## src/hw/rtl/etfb_pkg.sv

```systemverilog
// ----------------------------------------------------------------------------
// etfb_pkg
// Shared types, codes and helpers of the Ethernet transmit frame builder.
// ----------------------------------------------------------------------------
package etfb_pkg;

  localparam int MIN_FRAME_BYTES = 64;   // payload + pad + FCS floor
  localparam int LEN_W           = 7;
  localparam int LEN_SAT         = 64;
  localparam int FCS_BYTES       = 4;
  localparam int PREAMBLE_LEN    = 7;    // 0x55 bytes before the delimiter
  localparam int CMD_DEPTH_DEF   = 2;
  localparam int OUT_DEPTH_DEF   = 2;

  localparam logic [7:0]  PREAMBLE_BYTE = 8'h55;
  localparam logic [7:0]  SFD_BYTE      = 8'hD5;
  localparam logic [7:0]  PAD_BYTE      = 8'h00;
  localparam logic [31:0] CRC_INIT      = 32'hFFFF_FFFF;
  localparam logic [31:0] CRC_POLY      = 32'hEDB8_8320;

  // configuration register indexes
  localparam logic CFG_BYPASS     = 1'b0;
  localparam logic CFG_NO_PADDING = 1'b1;

  typedef enum logic [1:0] {
    KIND_PRE  = 2'd0,
    KIND_DATA = 2'd1,
    KIND_PAD  = 2'd2,
    KIND_FCS  = 2'd3
  } kind_t;

  typedef enum logic {
    OP_START = 1'b0,
    OP_DATA  = 1'b1
  } op_t;

  // request from the front to the back
  typedef struct packed {
    op_t        op;
    logic       raw;
    logic       nopad;
    logic [7:0] data;
    logic       last;
  } cmd_t;

  typedef struct packed {
    logic [7:0] data;
    kind_t      kind;
    logic       frame_end;
  } out_t;

  function automatic logic [31:0] crc_fold(logic [31:0] crc, logic [7:0] b);
    logic [31:0] c;
    c = crc ^ {24'h0, b};
    for (int i = 0; i < 8; i++) begin
      c = c[0] ? ((c >> 1) ^ CRC_POLY) : (c >> 1);
    end
    return c;
  endfunction

endpackage

```

## src/hw/rtl/etfb_fifo.sv

```systemverilog
// ----------------------------------------------------------------------------
// etfb_fifo
// Small register queue with a flag interface; head entry shown while not empty.
// ----------------------------------------------------------------------------
module etfb_fifo #(
  parameter int WIDTH = 8,
  parameter int DEPTH = 2
) (
  input  logic             clk,
  input  logic             rst_n,
  input  logic             wr_en,
  input  logic [WIDTH-1:0] wr_data,
  output logic             full,
  input  logic             rd_en,
  output logic [WIDTH-1:0] rd_data,
  output logic             empty
);

  localparam int PTR_W = (DEPTH > 1) ? $clog2(DEPTH) : 1;
  localparam int CNT_W = $clog2(DEPTH + 1);

  logic [WIDTH-1:0] mem_r [DEPTH];
  logic [PTR_W-1:0] wr_ptr_r, wr_ptr_nxt;
  logic [PTR_W-1:0] rd_ptr_r, rd_ptr_nxt;
  logic [CNT_W-1:0] count_r, count_nxt;
  logic             do_wr, do_rd;

  assign full    = (count_r == CNT_W'(DEPTH));
  assign empty   = (count_r == '0);
  assign do_wr   = wr_en && !full;
  assign do_rd   = rd_en && !empty;
  assign rd_data = mem_r[rd_ptr_r];

  always_comb begin
    wr_ptr_nxt = wr_ptr_r;
    rd_ptr_nxt = rd_ptr_r;
    count_nxt  = count_r;
    if (do_wr) begin
      wr_ptr_nxt = (wr_ptr_r == PTR_W'(DEPTH - 1)) ? '0 : wr_ptr_r + 1'b1;
    end
    if (do_rd) begin
      rd_ptr_nxt = (rd_ptr_r == PTR_W'(DEPTH - 1)) ? '0 : rd_ptr_r + 1'b1;
    end
    if (do_wr && !do_rd) begin
      count_nxt = count_r + 1'b1;
    end else if (do_rd && !do_wr) begin
      count_nxt = count_r - 1'b1;
    end
  end

  always_ff @(posedge clk) begin
    if (!rst_n) begin
      wr_ptr_r <= '0;
      rd_ptr_r <= '0;
      count_r  <= '0;
    end else begin
      wr_ptr_r <= wr_ptr_nxt;
      rd_ptr_r <= rd_ptr_nxt;
      count_r  <= count_nxt;
    end
  end

  always_ff @(posedge clk) begin
    if (do_wr) begin
      mem_r[wr_ptr_r] <= wr_data;
    end
  end

  a_no_overflow: assert property (@(posedge clk) disable iff (!rst_n)
    count_r <= CNT_W'(DEPTH))
    else $error("queue count beyond depth");

  a_ptr_gap: assert property (@(posedge clk) disable iff (!rst_n)
    (count_r == '0 || count_r == CNT_W'(DEPTH)) |-> (wr_ptr_r == rd_ptr_r))
    else $error("queue pointers disagree with count");

endmodule

```

## src/hw/rtl/etfb_front.sv

```systemverilog
// ----------------------------------------------------------------------------
// etfb_front
// Holds configuration, tracks frame open/closed, turns input items into
// requests for the back end and drops data that arrives outside a frame.
// ----------------------------------------------------------------------------
module etfb_front (
  input  logic          clk,
  input  logic          rst_n,
  input  logic          cfg_we,
  input  logic          cfg_index,
  input  logic          cfg_wdata,
  input  logic          accept,
  input  logic          in_func,
  input  logic [7:0]    in_data_byte,
  input  logic          in_last_byte,
  output logic          cmd_we,
  output etfb_pkg::cmd_t cmd
);
  import etfb_pkg::*;

  logic bypass_r, bypass_nxt;
  logic no_padding_r, no_padding_nxt;
  logic in_frame_r, in_frame_nxt;

  always_comb begin
    bypass_nxt     = bypass_r;
    no_padding_nxt = no_padding_r;
    if (cfg_we) begin
      case (cfg_index)
        CFG_BYPASS:     bypass_nxt     = cfg_wdata;
        CFG_NO_PADDING: no_padding_nxt = cfg_wdata;
        default: ;
      endcase
    end
  end

  always_comb begin
    cmd.op     = op_t'(in_func);
    cmd.raw    = bypass_r;
    cmd.nopad  = no_padding_r;
    cmd.data   = in_data_byte;
    cmd.last   = in_last_byte;
    cmd_we       = 1'b0;
    in_frame_nxt = in_frame_r;
    if (accept) begin
      case (op_t'(in_func))
        OP_START: begin
          cmd_we       = 1'b1;
          in_frame_nxt = 1'b1;
        end
        OP_DATA: begin
          // drop data outside a frame
          cmd_we = in_frame_r;
          if (in_frame_r && in_last_byte) begin
            in_frame_nxt = 1'b0;
          end
        end
        default: ;
      endcase
    end
  end

  always_ff @(posedge clk) begin
    if (!rst_n) begin
      bypass_r     <= 1'b0;
      no_padding_r <= 1'b0;
      in_frame_r   <= 1'b0;
    end else begin
      bypass_r     <= bypass_nxt;
      no_padding_r <= no_padding_nxt;
      in_frame_r   <= in_frame_nxt;
    end
  end

endmodule

```

## src/hw/rtl/etfb_back.sv

```systemverilog
// ----------------------------------------------------------------------------
// etfb_back
// Byte sequencer: preamble, data with running CRC-32, padding and FCS (only
// data in bypass), one line byte per cycle while the result queue has room.
// ----------------------------------------------------------------------------
module etfb_back (
  input  logic           clk,
  input  logic           rst_n,
  input  etfb_pkg::cmd_t cmd,
  input  logic           cmd_valid,
  output logic           cmd_pop,
  input  logic           out_full,
  output logic           out_we,
  output etfb_pkg::out_t out_item
);
  import etfb_pkg::*;

  typedef enum logic [1:0] {
    S_CMD,
    S_PRE,
    S_PAD,
    S_FCS
  } state_t;

  state_t            state_r, state_nxt;
  logic [2:0]        cnt_r, cnt_nxt;
  logic [31:0]       crc_r, crc_nxt;
  logic [LEN_W-1:0]  len_r, len_nxt;
  logic [LEN_W-1:0]  len_inc;
  logic              pad_more;
  logic              go;
  logic [31:0]       fcs;

  assign go       = !out_full;
  assign fcs      = ~crc_r;
  assign len_inc  = (len_r < LEN_W'(LEN_SAT)) ? len_r + 1'b1 : len_r;
  assign pad_more = (len_inc + LEN_W'(FCS_BYTES)) < LEN_W'(MIN_FRAME_BYTES);

  always_comb begin
    state_nxt = state_r;
    cnt_nxt   = cnt_r;
    crc_nxt   = crc_r;
    len_nxt   = len_r;
    cmd_pop   = 1'b0;
    out_we    = 1'b0;
    out_item  = '{data: PAD_BYTE, kind: KIND_PAD, frame_end: 1'b0};
    case (state_r)
      S_CMD: begin
        if (cmd_valid && go) begin
          cmd_pop = 1'b1;
          case (cmd.op)
            OP_START: begin
              crc_nxt = CRC_INIT;
              len_nxt = '0;
              if (!cmd.raw) begin
                out_we    = 1'b1;
                out_item  = '{data: PREAMBLE_BYTE, kind: KIND_PRE, frame_end: 1'b0};
                cnt_nxt   = 3'd1;
                state_nxt = S_PRE;
              end
            end
            OP_DATA: begin
              out_we   = 1'b1;
              out_item = '{data: cmd.data, kind: KIND_DATA,
                           frame_end: cmd.raw && cmd.last};
              len_nxt  = len_inc;
              if (!cmd.raw) begin
                crc_nxt = crc_fold(crc_r, cmd.data);
                if (cmd.last) begin
                  cnt_nxt   = '0;
                  state_nxt = (!cmd.nopad && pad_more) ? S_PAD : S_FCS;
                end
              end
            end
            default: ;
          endcase
        end
      end
      S_PRE: begin
        if (go) begin
          out_we = 1'b1;
          if (cnt_r == 3'(PREAMBLE_LEN)) begin
            out_item  = '{data: SFD_BYTE, kind: KIND_PRE, frame_end: 1'b0};
            state_nxt = S_CMD;
          end else begin
            out_item = '{data: PREAMBLE_BYTE, kind: KIND_PRE, frame_end: 1'b0};
            cnt_nxt  = cnt_r + 1'b1;
          end
        end
      end
      S_PAD: begin
        if (go) begin
          out_we  = 1'b1;
          crc_nxt = crc_fold(crc_r, PAD_BYTE);
          len_nxt = len_inc;
          if (!pad_more) begin
            cnt_nxt   = '0;
            state_nxt = S_FCS;
          end
        end
      end
      S_FCS: begin
        if (go) begin
          out_we        = 1'b1;
          out_item.kind = KIND_FCS;
          case (cnt_r[1:0])
            2'd0:    out_item.data = fcs[7:0];
            2'd1:    out_item.data = fcs[15:8];
            2'd2:    out_item.data = fcs[23:16];
            default: out_item.data = fcs[31:24];
          endcase
          // low byte first; the top byte closes the frame
          if (cnt_r == 3'(FCS_BYTES - 1)) begin
            out_item.frame_end = 1'b1;
            state_nxt          = S_CMD;
          end else begin
            cnt_nxt = cnt_r + 1'b1;
          end
        end
      end
      default: state_nxt = S_CMD;
    endcase
  end

  always_ff @(posedge clk) begin
    if (!rst_n) begin
      state_r <= S_CMD;
      cnt_r   <= '0;
      crc_r   <= CRC_INIT;
      len_r   <= '0;
    end else begin
      state_r <= state_nxt;
      cnt_r   <= cnt_nxt;
      crc_r   <= crc_nxt;
      len_r   <= len_nxt;
    end
  end

  a_pop_only_idle: assert property (@(posedge clk) disable iff (!rst_n)
    (state_r != S_CMD) |-> !cmd_pop)
    else $error("request taken while a sequence is running");

  a_pad_needed: assert property (@(posedge clk) disable iff (!rst_n)
    (state_r == S_PAD && out_we) |->
      ((len_r + LEN_W'(FCS_BYTES)) < LEN_W'(MIN_FRAME_BYTES)))
    else $error("padding past minimum frame size");

  a_fcs_closes: assert property (@(posedge clk) disable iff (!rst_n)
    (out_we && out_item.kind == KIND_FCS && out_item.frame_end) |=> (state_r == S_CMD))
    else $error("sequencer not idle after FCS");

  a_no_write_full: assert property (@(posedge clk) disable iff (!rst_n)
    out_we |-> !out_full)
    else $error("byte written into a full result queue");

endmodule

```

## src/hw/rtl/ethernet_tx_frame_builder.sv

```systemverilog
// ----------------------------------------------------------------------------
// ethernet_tx_frame_builder
// Ethernet transmit framing: preamble/SFD, payload, pad and CRC-32 FCS.
// ----------------------------------------------------------------------------
// Input channel: push/full. Each item is a start (in_func = 0) or a data byte
// (in_func = 1, in_last_byte marks the final payload byte). Result channel:
// empty/pop; the oldest line byte sits on out_byte, out_byte_kind and
// out_frame_end while empty is low.
// Configuration: cfg_we with cfg_index (0 bypass, 1 no_padding) and
// cfg_wdata; write only while the block is idle.
// Throughput: one line byte per cycle while the result queue has room, set by
// the back-end byte sequencer. A data byte gives one line byte; a start
// gives the preamble and SFD (nothing in raw mode); outside raw mode a last byte
// adds pad bytes up to the minimum frame size unless no_padding, then the FCS.
// The front keeps accepting into a 2-entry request queue while the sequencer
// works. Items and line bytes are registered in the two queues.
// Reset: both queues empty, no frame open, configuration cleared, sequencer idle.
// A receiver that stops popping fills the result queue, which stalls the
// sequencer, then the request queue, and then raises full; nothing is lost.
// ----------------------------------------------------------------------------
module ethernet_tx_frame_builder #(
  parameter int CMD_DEPTH = etfb_pkg::CMD_DEPTH_DEF,
  parameter int OUT_DEPTH = etfb_pkg::OUT_DEPTH_DEF
) (
  input  logic       clk,
  input  logic       rst_n,
  input  logic       cfg_we,
  input  logic       cfg_index,
  input  logic       cfg_wdata,
  input  logic       push,
  output logic       full,
  input  logic       in_func,
  input  logic [7:0] in_data_byte,
  input  logic       in_last_byte,
  output logic       empty,
  input  logic       pop,
  output logic [7:0] out_byte,
  output logic [1:0] out_byte_kind,
  output logic       out_frame_end
);
  import etfb_pkg::*;

  logic   accept;
  logic   cmd_we;
  cmd_t   cmd_in, cmd_head;
  logic   cmd_empty, cmd_pop;
  logic   out_we, out_full;
  out_t   out_in, out_head;

  assign accept = push && !full;

  etfb_front u_front (
    .clk          (clk),
    .rst_n        (rst_n),
    .cfg_we       (cfg_we),
    .cfg_index    (cfg_index),
    .cfg_wdata    (cfg_wdata),
    .accept       (accept),
    .in_func      (in_func),
    .in_data_byte (in_data_byte),
    .in_last_byte (in_last_byte),
    .cmd_we       (cmd_we),
    .cmd          (cmd_in)
  );

  etfb_fifo #(
    .WIDTH ($bits(cmd_t)),
    .DEPTH (CMD_DEPTH)
  ) u_cmd_q (
    .clk     (clk),
    .rst_n   (rst_n),
    .wr_en   (cmd_we),
    .wr_data (cmd_in),
    .full    (full),
    .rd_en   (cmd_pop),
    .rd_data (cmd_head),
    .empty   (cmd_empty)
  );

  etfb_back u_back (
    .clk       (clk),
    .rst_n     (rst_n),
    .cmd       (cmd_head),
    .cmd_valid (!cmd_empty),
    .cmd_pop   (cmd_pop),
    .out_full  (out_full),
    .out_we    (out_we),
    .out_item  (out_in)
  );

  etfb_fifo #(
    .WIDTH ($bits(out_t)),
    .DEPTH (OUT_DEPTH)
  ) u_out_q (
    .clk     (clk),
    .rst_n   (rst_n),
    .wr_en   (out_we),
    .wr_data (out_in),
    .full    (out_full),
    .rd_en   (pop),
    .rd_data (out_head),
    .empty   (empty)
  );

  assign out_byte      = out_head.data;
  assign out_byte_kind = out_head.kind;
  assign out_frame_end = out_head.frame_end;

endmodule

```

## config.mk

```make
export PLATFORM = sky130hd
export DESIGN_NAME = ethernet_tx_frame_builder
export DESIGN_NICKNAME = d
export VERILOG_FILES = /design/src/hw/rtl/etfb_pkg.sv /design/src/hw/rtl/etfb_fifo.sv /design/src/hw/rtl/etfb_front.sv /design/src/hw/rtl/etfb_back.sv /design/src/hw/rtl/ethernet_tx_frame_builder.sv
export SDC_FILE = /design/constraint.sdc
export NUM_CORES = 1
export LEC_CHECK = 0
export BUFFER_PORTS_ARGS = -buffer_cell sky130_fd_sc_hd__buf_2
export CAP_MARGIN = 10
export CORE_MARGIN = 2
export CORE_UTILIZATION = 45
export DETAILED_ROUTE_END_ITERATION = 10
export SLEW_MARGIN = 30
export SYNTH_ARGS = -nofsm -noshare
export SYNTH_HDL_FRONTEND = slang
export SYNTH_HIERARCHICAL = 1
export SYNTH_SLANG_ARGS = --single-unit
export TNS_END_PERCENT = 20
```

## constraint.sdc

```tcl
create_clock -name clk -period 4.5 [get_ports clk]
set_input_delay 0.225 -clock clk [delete_from_list [all_inputs] [get_ports clk]]
set_output_delay 0.225 -clock clk [all_outputs]
set_load 0.02 [all_outputs]
```

==> metrics.md <==
| Metric | Value |
|---|---|
| Status | finished clean |
| Vias in the first global route | approximately 4600 |
| Die height | approximately 120 µm |
| Max Clock Skew | approximately 0.0069 ns |
| Asr flop ratio synth | 0% |
| Max VDD drop | approximately 0.00026 V |
| Logic pwr share | 61.2% |
| Final Max Slew Viols | 0 |
| Placer Congestion | around 0.9 |
| Synth Area in Adders | 1.94% |
| Post-synthesis sequential area ratio | approximately two fifths |
| Final hold vios | 0 |
| PD cells | ~870 mW/mm² |
| Final #Nets | between 600 and 700 |
| Via Count | about 4700 |
| Placed cells | ~810 |
| Synth Warn # | 6 |
| Rel. slew slack | between 30% and 40% |
| Finished Core Util | between 40% and 50% |
| CTS tree | done |
| Data required, critical path | around 4.8 ns |
| Core Region | 0.0139 mm² |
| Clock sink count | roughly 100 |
| Antenna Diode Count | 0 |
| Drt via density | between 5 and 6 |
| Root Driver | clkbuf_16 |
| Synth cell types | 65 |
| Setup TNS | 0 ns |
| Setup-failing EPs final | 0 |
| Post-DP HPWL | 10800 µm |
| Commonest non-fill, non-tap cell in the layout | xnor2_1 |
| Setup bufs post-CTS | 0 |
| Initial Utilization | 46.3% |
| CP max FO | 21 |
| Critical path type | reg -> reg |
| Max Freq | 0.312 GHz |
| Clk pwr share | 13.4% |
| Yosys reg bits | 103 |
| Final Critical Period | roughly 3.2 ns |
| Chip Width | approximately 120 µm |
| Antenna Nets Post-Route | 0 |
| Leak Pwr | around 2.5 nW |
| CP dominant cell by count | o21ai_0 |
| Compound-cell area share of the yosys netlist | 16.5% |
| Gr ovfl total | 0 |
| Mux cell area share after synthesis | around 4.8% |
| Setup WS post-layout | roughly 1.3 ns |
| Syn nets | just under 700 |
| Clk_lat worst skew | 0.36 ns |
| Most frequent cells in the layout | xnor2_1, dfxtp_1, nand2_1 |
| Post-CTS sizing | 0 |
| Sequential share of power | between 20% and 30% |
| Critical Path Sink Type | flip-flop |
| Initial antenna violation count | 0 |
| CTS Hold Bufs | 0 |
| 1st-pass router iterations | 5 |
| Sw frac | between 40 and 50% |
| Number of buffers created by CTS | 9 |
| Share of cells above drive strength 1 | ~14% |
| Synth Flop Type | dfxtp_1 |
| Htree depth | 3 |
| Post-Synth XOR/XNOR Area | between 20% and 30% |
| Worst Tran Pin Value | between 0.9 and 1 ns |
| Layout area overhead | 6.96% |
| Synth Cell Area | between 0.006 and 0.007 mm² |
| Fin cells | around 820 |
| Clock slew at the register clock pins of the worst setup and hold paths | around 0.07 ns |
| Std-Cell Rows | 43 |
| Post-synth EDFFs | 46 |
| RSZ-0062 raised after global routing | false |
| Largest net degree at the start of global routing | 42 |
| Initial DRC Count | about 370 |
| Avg Inst Size Synth | ~10 µm² |
| Deepest clock path buffer count | 2 |
| Max-cap violations | 0 |
| CP max-delay cell | dfxtp_1 |
| Worst Hold Class | in -> reg |
| Fill count | roughly 1300 |
| DRT Wirelength | 15600 µm |
| # DRC | 0 |
| Startpoint Class | flip-flop |
| Internal Power | 3.32 mW |
| Net Switching | approximately 2.7 mW |
| DP Worst Slack | about 1.2 ns |
| CP max stage delay | 0.64 ns |
| CP arrival | roughly 3.5 ns |
| Synth Instances | between 600 and 700 |
| Die area | between 0.015 and 0.02 mm² |
| Routed length per instance | 18.9 µm |
| IO Port Bufs | 29 |
| Simple-Gate Fraction of Synth Area | 11.4% |
| Period utilisation layout | between 70 and 80% |
| I/O pin cnt | 30 |
| CP Cell Sequence | mux2_2, o21ai_0, o21ai_0, inv_1, nor2_1, ha_1, xor2_1, or3_1, a21boi_1 |
| First-pass GRT wire length | approximately 25000 µm |
| Largest family of logic cells by synthesized area | XOR/XNOR gates |
| Global-route usage over all layers | 22.1% |
sequential cells by signal, indices dropped and copies added, names as in the netlist, named ones only:
name,cells
u_back/cnt_r,3
u_back/crc_r,32
u_back/len_r,7
u_back/state_r,2
u_cmd_q/count_r,2
u_cmd_q/mem_r,24
u_cmd_q/rd_ptr_r,1
u_cmd_q/wr_ptr_r,1
u_front/bypass_r,1
u_front/in_frame_r,1
u_front/no_padding_r,1
u_out_q/count_r,2
u_out_q/mem_r,22
u_out_q/rd_ptr_r,1
u_out_q/wr_ptr_r,1
routing by layer:
metal / global-route usage [%] / up-vias / wire length (µm)
met3: 4.72 / 24 / 852
met1: 29.7 / 2256 / 7160
met4: 8.81 / 0 / 399
met2: 34.6 / 127 / 7140
met5: 0 / - / 0
li1: - / 2263 / -
area by class of cell:
type	instances	area, µm²	share of cell area [%]
clock buffer	11	243	3.52
timing repair buffer	32	188	2.72
sequential	103	2520	36.5
multi-input combinational	472	3590	52.0
inverter	19	71.3	1.03
tap	180	225	3.26
clock inverter	5	65.1	0.942
critical path, delay by kind of cell, from the launching register on:
family | cells | cell delay (ns)
buffers and inverters | 1 | 0.19
xor gates and xnor gates | 1 | 0.16
muxes | 1 | 0.56
and+or+nand+nor | 2 | 0.39
DFF | 1 | 0.64
adders and majority gates | 1 | 0.21
AOI/OAI and AO/OA | 3 | 0.98
power by group through the flow:
| stage | registers [mW] | logic [mW] | clock network, mW |
|---|---|---|---|
| finish | 1.53 | 3.68 | 0.810 |
| global route | 1.57 | 4.03 | 0.865 |
| CTS | 1.53 | 3.60 | 0.825 |
| detailed placement | 1.55 | 3.58 | 0 |
| global placement | 1.54 | 3.54 | 0 |
| floorplan | 1.38 | 3.05 | 0 |
synthesized netlist by cell type, types with 6 or more instances:
library cell | count | area, µm²
a211o_1 | 9 | 78.8
a21oi_1 | 26 | 130
a221oi_1 | 10 | 87.6
and2_1 | 10 | 62.6
buf_2 | 11 | 55.1
buf_4 | 15 | 113
clkbuf_1 | 24 | 90.1
dfxtp_1 | 57 | 1140
edfxtp_1 | 46 | 1380
ha_1 | 10 | 125
inv_1 | 17 | 63.8
mux2_2 | 23 | 259
nand2_1 | 47 | 176
nand2b_1 | 16 | 100
nand3_1 | 13 | 65.1
nor2_1 | 26 | 97.6
nor2b_1 | 8 | 50.1
o211ai_1 | 9 | 67.6
o21a_1 | 6 | 45.0
o21ai_0 | 29 | 145
o221ai_1 | 15 | 131
o22ai_1 | 6 | 37.5
or3_1 | 6 | 37.5
xnor2_1 | 84 | 736
xor2_1 | 43 | 377
cells by family after synthesis:
family / after synthesis
compound gates: 151
simple gates: 145
xor+xnor: 138
flops: 103
buf+inv: 73
mux: 28
fa+ha+maj: 10
path summary, 6_finish.rpt:
check / start / end / slack [ns] / cells past startpoint
setup reg to reg: flip-flop / u_out_q/count_r[1]$_SDFFE_PN0P_ / 1.29 / 9
setup / recovery: flip-flop / u_out_q/count_r[1]$_SDFFE_PN0P_ / 1.29 / 9
hold / removal: in_data_byte[2] / u_cmd_q/mem_r[0][3]$_DFFE_PP_ / 0.06 / 1
hold reg to reg: u_front/no_padding_r$_SDFFE_PN0P_ / u_cmd_q/mem_r[1][9]$_DFFE_PP_ / 0.47 / 0
metrics by stage:
stage	total power, mW	hold slack (ns)	area, µm²
finish	6.03	0.0563	6900
global route	6.47	0.0521	6900
CTS	5.96	0.0490	6860
detailed placement	5.13	0.417	6560
global placement	5.08	0.416	6560
floorplan	4.42	0.343	6450
No activity file was read; power rests on OpenSTA's default activity.
